File: src/design/tmcw_pkg.sv
// Shared types and constants of the text markup cell writer.
`timescale 1ns / 1ps
`default_nettype none

package tmcw_pkg;

    // Payload and state types
    typedef logic [7:0]  char_t;
    typedef logic [5:0]  start_col_t;
    typedef logic [4:0]  start_row_t;
    typedef logic [10:0] cell_index_t;
    typedef logic [15:0] color_t;
    typedef logic [6:0]  cols_cfg_t;
    typedef logic [5:0]  rows_cfg_t;
    // Cursor registers hold up to the largest supported bound (127 columns, 63 rows)
    typedef logic [7:0]  col_t;
    typedef logic [6:0]  row_t;

    // Configuration register indexes
    typedef logic [2:0] cfg_index_t;
    localparam cfg_index_t REG_TEXT_COLOR      = 3'd0;
    localparam cfg_index_t REG_SPECIAL_COLOR   = 3'd1;
    localparam cfg_index_t REG_BACKGROUND      = 3'd2;
    localparam cfg_index_t REG_HIGHLIGHT_COLOR = 3'd3;
    localparam cfg_index_t REG_COLUMNS_IN_USE  = 3'd4;
    localparam cfg_index_t REG_ROWS_IN_USE     = 3'd5;

    localparam cols_cfg_t COLUMNS_RESET = 7'd64;
    localparam rows_cfg_t ROWS_RESET    = 6'd32;

    // Character codes
    localparam char_t CH_NUL         = 8'h00;
    localparam char_t CH_LF          = 8'h0A;
    localparam char_t CH_CR          = 8'h0D;
    localparam char_t CH_SPECIAL_ON  = 8'h5B;
    localparam char_t CH_SPECIAL_OFF = 8'h5D;
    localparam char_t CH_HILITE_ON   = 8'h7B;
    localparam char_t CH_UNDERLINE   = 8'h7C;
    localparam char_t CH_HILITE_OFF  = 8'h7D;
    localparam char_t UNDERLINE_BIT  = 8'h80;

endpackage

`default_nettype wire

File: src/design/tmcw_char_if.sv
// Character request channel of the text markup cell writer.
`timescale 1ns / 1ps
`default_nettype none

interface tmcw_char_if;
    logic                    valid;
    logic                    ready;
    tmcw_pkg::char_t         char_code;
    logic                    first;
    tmcw_pkg::start_col_t    start_col;
    tmcw_pkg::start_row_t    start_row;

    modport source (output valid, output char_code, output first,
                    output start_col, output start_row, input ready);
    modport sink   (input valid, input char_code, input first,
                    input start_col, input start_row, output ready);
endinterface

`default_nettype wire

File: src/design/tmcw_cell_if.sv
// Cell write request channel of the text markup cell writer.
`timescale 1ns / 1ps
`default_nettype none

interface tmcw_cell_if;
    logic                    valid;
    logic                    ready;
    tmcw_pkg::cell_index_t   cell_index;
    tmcw_pkg::char_t         cell_char;
    tmcw_pkg::color_t        cell_fg_color;
    tmcw_pkg::color_t        cell_bg_color;

    modport source (output valid, output cell_index, output cell_char,
                    output cell_fg_color, output cell_bg_color, input ready);
    modport sink   (input valid, input cell_index, input cell_char,
                    input cell_fg_color, input cell_bg_color, output ready);
endinterface

`default_nettype wire

File: src/design/tmcw_cfg_if.sv
// Configuration write channel of the text markup cell writer.
`timescale 1ns / 1ps
`default_nettype none

interface tmcw_cfg_if;
    logic                    valid;
    logic                    ready;
    tmcw_pkg::cfg_index_t    index;
    tmcw_pkg::color_t        data;

    modport source (output valid, output index, output data, input ready);
    modport sink   (input valid, input index, input data, output ready);
endinterface

`default_nettype wire

File: src/design/text_markup_cell_writer.sv
// Top level: decodes string characters and issues text cell writes.
// A cell write request turns valid in the cycle after its character is accepted.
// Throughput: one character per cycle unless the output holds an untaken request.
// Characters that write no cell produce no request.
// Reset: cursor and markup flags clear, the string counts as stopped until a first
// character, colors reset to zero, bounds to 64 columns and 32 rows.
`timescale 1ns / 1ps
`default_nettype none

module text_markup_cell_writer #(
    parameter int MAX_COLS = 64,
    parameter int MAX_ROWS = 32
) (
    input  wire logic   clk,
    input  wire logic   rst_n,
    tmcw_char_if.sink   char_in,
    tmcw_cell_if.source cell_out,
    tmcw_cfg_if.sink    cfg
);
    import tmcw_pkg::*;

    localparam col_t MAX_COL_BOUND = col_t'(MAX_COLS);
    localparam row_t MAX_ROW_BOUND = row_t'(MAX_ROWS);

    // Configuration registers
    color_t    text_color_reg;
    color_t    special_color_reg;
    color_t    background_reg;
    color_t    highlight_color_reg;
    cols_cfg_t columns_in_use_reg;
    rows_cfg_t rows_in_use_reg;

    // String state
    col_t cursor_col_reg, cursor_col_next;
    row_t cursor_row_reg, cursor_row_next;
    logic special_on_reg, special_on_next;
    logic highlight_on_reg, highlight_on_next;
    logic underline_on_reg, underline_on_next;
    logic stopped_reg, stopped_next;

    // Output register
    logic        out_valid_reg;
    cell_index_t cell_index_reg, cell_index_next;
    char_t       cell_char_reg, cell_char_next;
    color_t      fg_color_reg, fg_color_next;
    color_t      bg_color_reg, bg_color_next;

    logic   in_accept;
    logic   write_cell;
    col_t   col_limit;
    row_t   row_limit;
    col_t   cur_col;
    row_t   cur_row;
    logic   cur_special;
    logic   cur_highlight;
    logic   cur_underline;
    logic   cur_stopped;
    logic   [13:0] index_full;

    assign cfg.ready     = 1'b1;
    assign char_in.ready = !out_valid_reg || cell_out.ready;
    assign in_accept     = char_in.valid && char_in.ready;

    // Take configuration writes; drop unknown indexes
    always_ff @(posedge clk or negedge rst_n)
    begin
        if (!rst_n)
        begin
            text_color_reg      <= '0;
            special_color_reg   <= '0;
            background_reg      <= '0;
            highlight_color_reg <= '0;
            columns_in_use_reg  <= COLUMNS_RESET;
            rows_in_use_reg     <= ROWS_RESET;
        end
        else if (cfg.valid && cfg.ready)
        begin
            unique case (cfg.index)
                REG_TEXT_COLOR:      text_color_reg      <= cfg.data;
                REG_SPECIAL_COLOR:   special_color_reg   <= cfg.data;
                REG_BACKGROUND:      background_reg      <= cfg.data;
                REG_HIGHLIGHT_COLOR: highlight_color_reg <= cfg.data;
                REG_COLUMNS_IN_USE:  columns_in_use_reg  <= cfg.data[6:0];
                REG_ROWS_IN_USE:     rows_in_use_reg     <= cfg.data[5:0];
                default:             ;
            endcase
        end
    end

    // Clamp screen bounds to the buffer size
    assign col_limit = ({1'b0, columns_in_use_reg} < MAX_COL_BOUND)
                     ? {1'b0, columns_in_use_reg} : MAX_COL_BOUND;
    assign row_limit = ({1'b0, rows_in_use_reg} < MAX_ROW_BOUND)
                     ? {1'b0, rows_in_use_reg} : MAX_ROW_BOUND;

    // Load start position and clear flags on the first character of a string
    always_comb
    begin
        if (char_in.first)
        begin
            cur_col       = {2'b00, char_in.start_col};
            cur_row       = {2'b00, char_in.start_row};
            cur_special   = 1'b0;
            cur_highlight = 1'b0;
            cur_underline = 1'b0;
            cur_stopped   = 1'b0;
        end
        else
        begin
            cur_col       = cursor_col_reg;
            cur_row       = cursor_row_reg;
            cur_special   = special_on_reg;
            cur_highlight = highlight_on_reg;
            cur_underline = underline_on_reg;
            cur_stopped   = stopped_reg;
        end
    end

    assign index_full = 14'(cur_row) * 14'(MAX_COLS) + 14'(cur_col);

    // Decode the character and advance the cursor
    always_comb
    begin
        cursor_col_next   = cur_col;
        cursor_row_next   = cur_row;
        special_on_next   = cur_special;
        highlight_on_next = cur_highlight;
        underline_on_next = cur_underline;
        stopped_next      = cur_stopped;
        write_cell        = 1'b0;

        if (!cur_stopped)
        begin
            if (char_in.char_code == CH_NUL || cur_col >= col_limit
                || cur_row >= row_limit)
            begin
                stopped_next = 1'b1;
            end
            else
            begin
                case (char_in.char_code) inside
                    CH_CR, CH_LF:    cursor_row_next   = cur_row + 7'd1;
                    CH_SPECIAL_ON:   special_on_next   = 1'b1;
                    CH_SPECIAL_OFF:  special_on_next   = 1'b0;
                    CH_HILITE_ON:    highlight_on_next = 1'b1;
                    CH_HILITE_OFF:   highlight_on_next = 1'b0;
                    CH_UNDERLINE:    underline_on_next = !cur_underline;
                    default:
                    begin
                        write_cell      = 1'b1;
                        cursor_col_next = cur_col + 8'd1;
                    end
                endcase
            end
        end

        cell_index_next = index_full[10:0];
        cell_char_next  = char_in.char_code | (cur_underline ? UNDERLINE_BIT : 8'h00);
        fg_color_next   = cur_special ? special_color_reg : text_color_reg;
        bg_color_next   = cur_highlight ? highlight_color_reg : background_reg;
    end

    // Hold string state; advance on each accepted character
    always_ff @(posedge clk or negedge rst_n)
    begin
        if (!rst_n)
        begin
            cursor_col_reg   <= '0;
            cursor_row_reg   <= '0;
            special_on_reg   <= 1'b0;
            highlight_on_reg <= 1'b0;
            underline_on_reg <= 1'b0;
            stopped_reg      <= 1'b1;
        end
        else if (in_accept)
        begin
            cursor_col_reg   <= cursor_col_next;
            cursor_row_reg   <= cursor_row_next;
            special_on_reg   <= special_on_next;
            highlight_on_reg <= highlight_on_next;
            underline_on_reg <= underline_on_next;
            stopped_reg      <= stopped_next;
        end
    end

    // Output request valid: set by a cell write, cleared once taken
    always_ff @(posedge clk or negedge rst_n)
    begin
        if (!rst_n)
        begin
            out_valid_reg <= 1'b0;
        end
        else if (in_accept)
        begin
            out_valid_reg <= write_cell;
        end
        else if (cell_out.ready)
        begin
            out_valid_reg <= 1'b0;
        end
    end

    // Output payload
    always_ff @(posedge clk)
    begin
        if (in_accept && write_cell)
        begin
            cell_index_reg <= cell_index_next;
            cell_char_reg  <= cell_char_next;
            fg_color_reg   <= fg_color_next;
            bg_color_reg   <= bg_color_next;
        end
    end

    assign cell_out.valid         = out_valid_reg;
    assign cell_out.cell_index    = cell_index_reg;
    assign cell_out.cell_char     = cell_char_reg;
    assign cell_out.cell_fg_color = fg_color_reg;
    assign cell_out.cell_bg_color = bg_color_reg;

endmodule

`default_nettype wire

File: src/flat_wrapper.sv
// flat-port wrapper written by rule: the top's interface ports become plain ports
module text_markup_cell_writer_flat import tmcw_pkg::*;
#(
    parameter int MAX_COLS = 64,
    parameter int MAX_ROWS = 32
)
  (clk, rst_n, char_in_valid, char_in_char_code, char_in_first, char_in_start_col, char_in_start_row, char_in_ready, cell_out_valid, cell_out_cell_index, cell_out_cell_char, cell_out_cell_fg_color, cell_out_cell_bg_color, cell_out_ready, cfg_valid, cfg_index, cfg_data, cfg_ready);
  tmcw_char_if char_in_i ();
  tmcw_cell_if cell_out_i ();
  tmcw_cfg_if cfg_i ();
  input  wire logic clk;
  input  wire logic rst_n;
  input wire logic [$bits(char_in_i.valid)-1:0] char_in_valid;
  input wire logic [$bits(char_in_i.char_code)-1:0] char_in_char_code;
  input wire logic [$bits(char_in_i.first)-1:0] char_in_first;
  input wire logic [$bits(char_in_i.start_col)-1:0] char_in_start_col;
  input wire logic [$bits(char_in_i.start_row)-1:0] char_in_start_row;
  output wire logic [$bits(char_in_i.ready)-1:0] char_in_ready;
  output wire logic [$bits(cell_out_i.valid)-1:0] cell_out_valid;
  output wire logic [$bits(cell_out_i.cell_index)-1:0] cell_out_cell_index;
  output wire logic [$bits(cell_out_i.cell_char)-1:0] cell_out_cell_char;
  output wire logic [$bits(cell_out_i.cell_fg_color)-1:0] cell_out_cell_fg_color;
  output wire logic [$bits(cell_out_i.cell_bg_color)-1:0] cell_out_cell_bg_color;
  input wire logic [$bits(cell_out_i.ready)-1:0] cell_out_ready;
  input wire logic [$bits(cfg_i.valid)-1:0] cfg_valid;
  input wire logic [$bits(cfg_i.index)-1:0] cfg_index;
  input wire logic [$bits(cfg_i.data)-1:0] cfg_data;
  output wire logic [$bits(cfg_i.ready)-1:0] cfg_ready;
  assign char_in_i.valid = char_in_valid;
  assign char_in_i.char_code = char_in_char_code;
  assign char_in_i.first = char_in_first;
  assign char_in_i.start_col = char_in_start_col;
  assign char_in_i.start_row = char_in_start_row;
  assign char_in_ready = char_in_i.ready;
  assign cell_out_valid = cell_out_i.valid;
  assign cell_out_cell_index = cell_out_i.cell_index;
  assign cell_out_cell_char = cell_out_i.cell_char;
  assign cell_out_cell_fg_color = cell_out_i.cell_fg_color;
  assign cell_out_cell_bg_color = cell_out_i.cell_bg_color;
  assign cell_out_i.ready = cell_out_ready;
  assign cfg_i.valid = cfg_valid;
  assign cfg_i.index = cfg_index;
  assign cfg_i.data = cfg_data;
  assign cfg_ready = cfg_i.ready;
  text_markup_cell_writer #(.MAX_COLS(MAX_COLS), .MAX_ROWS(MAX_ROWS)) u_core (.clk(clk), .rst_n(rst_n), .char_in(char_in_i), .cell_out(cell_out_i), .cfg(cfg_i));
endmodule
File: config.mk
export PLATFORM = sky130hd
export DESIGN_NAME = text_markup_cell_writer_flat
export DESIGN_NICKNAME = d
export VERILOG_FILES = /design/src/design/tmcw_pkg.sv /design/src/design/tmcw_char_if.sv /design/src/design/tmcw_cell_if.sv /design/src/design/tmcw_cfg_if.sv /design/src/design/text_markup_cell_writer.sv /design/src/flat_wrapper.sv
export SDC_FILE = /design/constraint.sdc
export NUM_CORES = 1
export LEC_CHECK = 0
export BUFFER_PORTS_ARGS = -buffer_cell sky130_fd_sc_hd__clkbuf_2
export CAP_MARGIN = 20
export CELL_PAD_IN_SITES_DETAIL_PLACEMENT = 1
export CELL_PAD_IN_SITES_GLOBAL_PLACEMENT = 1
export CORE_MARGIN = 3
export CORE_UTILIZATION = 46
export CTS_CLUSTER_SIZE = 40
export DETAILED_ROUTE_END_ITERATION = 10
export HOLD_SLACK_MARGIN = 0.02
export PLACE_DENSITY = 0.88
export SLEW_MARGIN = 25
export SYNTH_ARGS = -nofsm -noshare
export SYNTH_HDL_FRONTEND = slang
export SYNTH_SLANG_ARGS = --single-unit
File: constraint.sdc
create_clock -name clk -period 14.1 [get_ports clk]
set_input_delay 2.115 -clock clk [delete_from_list [all_inputs] [get_ports clk]]
set_output_delay 2.115 -clock clk [all_outputs]
set_load 0.005 [all_outputs]
Word level (Yosys, flattened, before mapping)
Cells that the tools add are included.
- register bits after elaboration: 148
- output and inout port bits: 54
- word-level logic and storage cells: 108
- add/subtract/negate cells: 3
- magnitude comparators: 4
- eq/ne operators: 12
- multiplexer cells: 54
- bitwise operators: 1
- reduce and logical (&&, ||, !) cells: 17
- operators by type and width (kind ; number):
    $mux W8 ; 10
    $eq A8 B7 Y1 const B ; 5
    $mux W1 ; 36
    $mux W7 ; 5
    $mux W16 ; 2
    $eq A8 B4 Y1 const B ; 2
    $reduce_and A2 Y1 ; 6
    $add A11 B8 Y11 ; 1
    $add A8 B1 Y8 const B ; 1
    $ge A8 B8 Y1 ; 1
    $logic_not A8 Y1 ; 1
    $or A8 B8 Y8 ; 1
    $add A7 B1 Y7 const B ; 1
    $ge A7 B6 Y1 ; 1
    $lt A7 B7 Y1 const B ; 1
    $eq A3 B2 Y1 const B ; 2
    $eq A3 B3 Y1 const B ; 2
    $lt A6 B6 Y1 const B ; 1
    $mux W6 ; 1
    $eq A3 B1 Y1 const B ; 1
    $logic_not A3 Y1 ; 1
    $logic_or A1 B1 Y1 ; 3
    $logic_and A1 B1 Y1 ; 2
    $logic_not A1 Y1 ; 2
    other kinds (2) ; 2

Longest topological paths before layout
Gate-level depths: netlist of run 1.
- depth in word-level cells: 10
- mapped depth: 12
- gate-level depth less buffers: 9

Least setup slack after synthesis of run 1
Ideal clock, no wire load.
- path type: in2reg
- from: input port char_in_first
- to: register u_core.bg_color_reg[0], in the netlist u_core.cell_out.cell_bg_color[0], enable pin
- setup time: 0.523 ns
- arrival: 7.734 ns
- slack: 5.843 ns
- stages: 11
- buffers on the path: 3
- cell sequence: buf_2 -> buf_2 -> mux2i_1 -> inv_1 -> ha_1 -> a21o_1 -> a32o_1 -> a2111oi_4 -> nand2_2 -> clkbuf_1 -> nor3_1
- cells in the longest elaborated chain, start to end: 7
- RTL lines (element ; line ; RTL):
    start: declaration ; flat_wrapper.sv:15 ; input wire logic [$bits(char_in_i.first)-1:0] char_in_first;
    $mux W8 ; text_markup_cell_writer.sv:99 ; if (char_in.first)
    net u_core.cur_col[5] ; text_markup_cell_writer.sv:52 ; col_t cur_col;
    $ge A8 B8 Y1 ; text_markup_cell_writer.sv:134 ; if (char_in.char_code == CH_NUL || cur_col >= col_limit
    $logic_or A1 B1 Y1 ; text_markup_cell_writer.sv:134 ;
    $logic_or A1 B1 Y1 ; text_markup_cell_writer.sv:135 ; || cur_row >= row_limit)
    $mux W1 ; text_markup_cell_writer.sv:134 ;
    $mux W1 ; text_markup_cell_writer.sv:132 ; if (!cur_stopped)
    $logic_and A1 B1 Y1 ; text_markup_cell_writer.sv:206 ; if (in_accept && write_cell)
    end signal: assignment ; text_markup_cell_writer.sv:211 ; bg_color_reg <= bg_color_next;
    end: declaration ; text_markup_cell_writer.sv:46 ; color_t bg_color_reg, bg_color_next;
The timed path passes the listed nets, and every way through them passes these cells.
A chain may end at the register's enable or synchronous reset.

Worst setup path in the final report of run 1
- from: input port char_in_first
- to: register u_core.cell_index_reg[9], in the netlist u_core.cell_out.cell_index[9], enable pin
- cells in the longest elaborated chain, start to end: 7
- RTL lines (element ; line ; RTL):
    $mux W8 ; text_markup_cell_writer.sv:99 ;
    $ge A8 B8 Y1 ; text_markup_cell_writer.sv:134 ;
    $logic_or A1 B1 Y1 ; text_markup_cell_writer.sv:134 ;
    $logic_or A1 B1 Y1 ; text_markup_cell_writer.sv:135 ;
    $mux W1 ; text_markup_cell_writer.sv:134 ;
    $mux W1 * ; text_markup_cell_writer.sv:132 ;
    $logic_and A1 B1 Y1 * ; text_markup_cell_writer.sv:206 ;
    end signal: assignment ; text_markup_cell_writer.sv:208 ; cell_index_reg <= cell_index_next;
    end: declaration ; text_markup_cell_writer.sv:43 ; cell_index_t cell_index_reg, cell_index_next;
Mark *: on every way between the ends. The rest lies on a longest branch, timed or not.

==> results of run 1 <==
Yosys cell counts, types with 7 or more instances:
cell / count / area, um2
nand2_1: 41 / 154
inv_1: 17 / 63.8
ha_1: 17 / 213
clkbuf_1: 15 / 56.3
nand3_1: 9 / 45.0
mux2i_1: 7 / 70.1
a21oi_1: 8 / 40.0
nor2b_1: 9 / 56.3
edfxtp_1: 51 / 1530
mux2_2: 111 / 1250
nor3_1: 14 / 70.1
dfrtp_1: 94 / 2350
o31ai_1: 11 / 82.6
area by class of cell:
type	instances	area share
clock buffers	21	0.0574
clock inverters	11	0.0125
inverters	17	0.00796
multi-input cells	312	0.332
flip-flops and latches	148	0.494
well taps	180	0.0281
repair buffers	104	0.0682
worst max-delay path, delay by kind of cell:
kind / cells / cell delay (ps)
and+or+nand+nor: 3 / 800
AOI/OAI and AO/OA: 2 / 570
adders and majority gates: 1 / 340
buffers and inverters: 3 / 1150
muxes: 1 / 530
per-stage QoR:
| stage | instance area [um2] | utilization | hold slack, ps | setup WS [ps] |
|---|---|---|---|---|
| after floorplan | 6750 | - | 441 | 5840 |
| after global placement | 7430 | 0.527 | 460 | 8500 |
| after detailed placement | 7440 | 0.528 | 478 | 8330 |
| after CTS | 8000 | 0.568 | 494 | 8650 |
| after global routing | 8020 | 0.569 | 513 | 8380 |
| final | 8020 | 0.569 | 487 | 8610 |
logic make-up after synthesis:
| logic type | Yosys count | synth area share |
|---|---|---|
| buffers and inverters | 38 | 0.0239 |
| DFF | 148 | 0.587 |
| xor gates and xnor gates | 4 | 0.00519 |
| muxes | 118 | 0.196 |
| AOI/OAI and AO/OA | 55 | 0.0612 |
| and+or+nand+nor | 116 | 0.0916 |
| adders and majority gates | 18 | 0.0345 |
| other | 1 | 0.000556 |
power by group:
group	total [mW]	internal, mW	switching, mW	leakage [nW]
logic	0.338	0.145	0.193	1.53
clock network	0.435	0.253	0.183	0.275
registers	0.623	0.568	0.0555	1.65
total	1.40	0.965	0.432	3.46
cells in the final DEF, fill, tap and decap left out, types with 4 or more instances in the layout:
| cell | synthesis | layout |
|---|---|---|
| nor2b_1 | 9 | 7 |
| nor2_1 | 4 | 4 |
| mux2_2 | 111 | 111 |
| a31oi_1 | 4 | 4 |
| edfxtp_1 | 51 | 51 |
| inv_1 | 17 | 17 |
| mux2i_1 | 7 | 7 |
| a21o_1 | 4 | 4 |
| a21oi_1 | 8 | 8 |
| clkbuf_16 | 0 | 17 |
| clkbuf_2 | 0 | 95 |
| nand2b_1 | 6 | 6 |
| o21ai_0 | 6 | 6 |
| buf_4 | 2 | 8 |
| nor4_1 | 4 | 4 |
| nor3_1 | 14 | 11 |
| dfrtp_1 | 94 | 94 |
| o31ai_1 | 11 | 11 |
| ha_1 | 17 | 17 |
| nand3_1 | 9 | 9 |
| nand2_1 | 41 | 41 |
| clkinv_2 | 0 | 4 |
worst paths after layout:
kind,to,slack [ps]
hold reg to reg,u_core.cursor_row_reg[2],490
setup / recovery,u_core.cell_out.cell_index[9],8610
hold / removal,u_core.cursor_row_reg[2],490
min in group asynchronous,u_core.cursor_row_reg[3],1710
setup reg to reg,u_core.cell_out.cell_index[9],10570
max in group asynchronous,u_core.highlight_color_reg[13],11250
routing by layer:
metal  vias to the layer above  global-route usage  share of wire
met5                         -                   0              0
met4                         0              0.0991          0.031
met3                        44              0.0485          0.045
met2                       158               0.428           0.52
met1                      2355               0.283           0.41
li1                       2040                   -              -
==> impl_metrics.tcl, run 1 <==
set metrics [dict create \
    worstPathCellList "clkbuf_2 > mux2i_1 > inv_1 > ha_1 > nor2_1 > a211oi_1 > a2111oi_4 > nand2_2 > nor3_2 > buf_4" \
    crit_required_ps 14160 \
    hold_depth 2 \
    clockRootBuffer "clkbuf_16" \
    ir_drop_v 0.000110 \
    grt_overflow 0 \
    start_util 0.479 \
    ys_ff_latch 148 \
    cp.arrival_ps 5540 \
    path_clk_slew_ps 60 \
    dieArea_um2 16200 \
    cts_htree_levels 4 \
    synth-edff-count 51 \
    hold_path_class "reg -> reg" \
    via_count 4597 \
    r2r_cells 8 \
    ios 98 \
    fillers 1409 \
    grt_pass1_vias 5107 \
    seq_area_frac_synth 0.587 \
    viasPerCell 5.80 \
    cts_resized 0 \
    regArea_um2 3960 \
    area_growth_pct 18.8 \
    async_reset_ff_frac 0.655 \
    worst_pin_slew_ps 1020 \
    critical-path-slowest-cell "mux2i_1" \
    clockBufferDepth 2 \
    portBuffers 96 \
    ant_nets 0 \
    timing.setup.tns_ps 0 \
    wirelength_mm 18.7 \
    finalNonFillerCells 793 \
    p_per_area_nw_per_um2 174 \
    hpwl_mm 12.2 \
    final-max-slew-violation-count 0 \
    gp_congestion 0.879 \
    cts_setup_buffers 0 \
    die_x_um 127 \
    die_h_um 127 \
    synth_cell_types 59 \
    critical_path_class "in -> reg" \
    first_iter_violations 334 \
    finalSetupViolCount 0 \
    power_leakage_nw 3.46 \
    finalHoldViolations 0 \
    crit_path_start "char_in_first" \
    fin_crit_sh 0.389 \
    multi_input_area_um2 2660 \
    layout-drive-gt1-share 0.424 \
    syn_nets 560 \
    n_antenna_cell 0 \
    relSlewSlack 0.320 \
    yosysWarnings 0 \
    syn_inst 498 \
    hold_buffers 0 \
    grt_pass1_wl_mm 29.3 \
    drt-wirelength-per-cell_um 23.5 \
    grt_use_total 0.240 \
    power.total_mw 1.40 \
    cts_made_buffers 17 \
    r2r-start "u_core.cursor_row_reg[0]" \
    cp-end-kind "register" \
    period_minus_slack_ps 5490 \
    rsz0062_at_grt "no" \
    critical_path.max_stage_delay_ps 530 \
    finClkSkew_ps 13.3 \
    fmax_mhz 182 \
    syn_avg_cell_area_um2 13.5 \
    antenna_found_initial 0 \
    synth-main-ff-cell "dfrtp_1" \
    dp_cells 760 \
    cts_sinks 148 \
    worstHoldStart "u_core.cursor_row_reg[2]" \
    synth_area_um2 6750 \
    drc 0 \
    rows 43 \
    firstDrtPassIters 6 \
    core_region_area_um2 14100 \
    startpoint_type "primary input" \
    grt_max_degree 52 \
    cts_tree "yes" \
    drv_cap 0 \
    run_status "completed" \
    crit_fanout 35 \
    nets 662 \
    insertion_delay_ps 430 \
]
No activity file was read; power rests on OpenSTA's default activity.
==> inputs of run 2 (changes only) <==
==> constraint.sdc (replaced) <==
create_clock -name clk -period 5.8 [get_ports clk]
set_input_delay 0.87 -clock clk [delete_from_list [all_inputs] [get_ports clk]]
set_output_delay 0.87 -clock clk [all_outputs]
set_load 0.005 [all_outputs]
==> run 2 against run 1 <==
Compared with the run above: critical endpoint is now u_core.cell_out.cell_fg_color[1]; sequential power grew 140%; global-route usage down 0.81 points; flip-flop and latch count is the same.
==> impl_metrics.tcl, run 2 (synthesized netlist as in run 1, its figures left out) <==
set metrics [dict create \
    hold_buffers 0 \
    finalNonFillerCells 792 \
    grt_max_degree 90 \
    via_count 4576 \
    layout-drive-gt1-share 0.422 \
    p_sw_frac 0.305 \
    crit_fanout 36 \
    path_clk_slew_ps 60 \
    run_status "completed" \
    power.total_mw 3.34 \
    cts_tree "yes" \
    clockRootBuffer "clkbuf_16" \
    die_h_um 127 \
    core_region_area_um2 14100 \
    seq_power_share 0.449 \
    rsz0062_at_grt "no" \
    fmax_mhz 236 \
    timing.setup.tns_ps 0 \
    dp_cells 759 \
    hpwl_mm 11.9 \
    firstDrtPassIters 4 \
    relSlewSlack 0.400 \
    cts_made_buffers 17 \
    critical_path_class "in -> reg" \
    fin_crit_sh 0.731 \
    drv_cap 0 \
    p_comb_frac 0.242 \
    area_growth_pct 18.7 \
    antenna_found_initial 0 \
    grt_use_total 0.232 \
    final_area_um2 8010 \
    cp.arrival_ps 4310 \
    cp-end-kind "register" \
    ir_drop_v 0.000229 \
    period_minus_slack_ps 4240 \
    power_leakage_nw 3.44 \
    cts_sinks 148 \
    insertion_delay_ps 440 \
    viasPerCell 5.78 \
    clkPwrFrac 0.310 \
    nets 661 \
    grt_overflow 0 \
    worst_pin_slew_ps 892 \
    wirelength_mm 17.9 \
    p_int_mw 2.32 \
    startpoint_type "primary input" \
    drt-wirelength-per-cell_um 22.6 \
    finalHoldViolations 0 \
    p_per_area_nw_per_um2 417 \
    clockBufferDepth 2 \
    die_x_um 127 \
    crit_required_ps 5870 \
    dieArea_um2 16200 \
    gp_congestion 0.896 \
    finalSetupViolCount 0 \
    hold_path_class "in -> async" \
    grt_pass1_vias 5138 \
    first_iter_violations 249 \
    p_switching_mw 1.02 \
    final-max-slew-violation-count 0 \
    n_antenna_cell 0 \
    ios 98 \
    layout_commonest_cell "mux2_2" \
    portBuffers 96 \
    cts_resized 0 \
    rows 43 \
    drc 0 \
    start_util 0.479 \
    cts_setup_buffers 0 \
    most-common-layout-cells "mux2_2 (111), clkbuf_2 (95), dfrtp_1 (94)" \
    finClkSkew_ps 9.80 \
    grt_pass1_wl_mm 28.4 \
    dpl_cell_area_um2 7440 \
    cts_htree_levels 4 \
    ant_nets 0 \
]
[run 2: changes by cell type in the layout (fill, tap and decap cells not counted), moves of 2 or more]
| cell | delta |
|---|---|
| buf_4 | -2 |
| clkbuf_1 | +2 |
| clkbuf_8 | -2 |
| inv_6 | +2 |
[run 2: path summary, 6_finish.rpt]
path | from | end | slack, ps | cells after the start
setup / recovery | char_in_first | u_core.cell_out.cell_fg_color[1] | 1560 | 10
max in group asynchronous | rst_n | u_core.highlight_color_reg[8] | 4520 | 2
min in group clk | u_core.cursor_col_reg[3] | u_core.cursor_col_reg[3] | 480 | 2
hold / removal | rst_n | u_core.cursor_col_reg[5] | 260 | 1
setup reg to reg | u_core.cursor_row_reg[2] | u_core.cell_out.cell_fg_color[1] | 2300 | 9
hold reg to reg | u_core.cursor_col_reg[3] | u_core.cursor_col_reg[3] | 480 | 2
[run 2: critical path, cell delays in order]
cell	delay [ps]
clkbuf_2	520
mux2i_1	580
inv_1	170
ha_1	330
nor2_1	110
a211oi_1	100
a2111oi_4	470
nand2_2	390
nor3_4	260
buf_4	470
[run 2: metrics by stage]
stage	util	setup slack, ps	hold WS (ps)
after floorplan	-	350	441
after global placement	0.527	1430	455
after detailed placement	0.528	1320	471
after CTS	0.566	1640	251
after global routing	0.568	1380	259
final	0.568	1560	259
[run 2: per-layer routing]
layer | vias to the layer above | track usage | wire (um)
met4 | 0 | 0.0921 | 337
met5 | - | 0 | 0
met3 | 29 | 0.0514 | 813
met2 | 133 | 0.404 | 9600
met1 | 2378 | 0.281 | 7180
li1 | 2036 | - | -
[run 2: power groups by stage]
stage	clock network [mW]	registers (mW)	logic (mW)
after detailed placement	0	1.51	0.794
after CTS	1.05	1.50	0.813
after global routing	1.10	1.52	0.888
after floorplan	0	1.48	0.517
after global placement	0	1.49	0.740
final	1.04	1.50	0.808
[run 2: area by class of cell]
class	instances	area, um2
Clock buffer	21	440
Inverter	17	63.8
Fill cell	1429	6090
Multi-Input combinational cell	312	2670
Sequential cell	148	3960
Clock inverter	11	104
Tap cell	180	225
Timing Repair Buffer	103	543
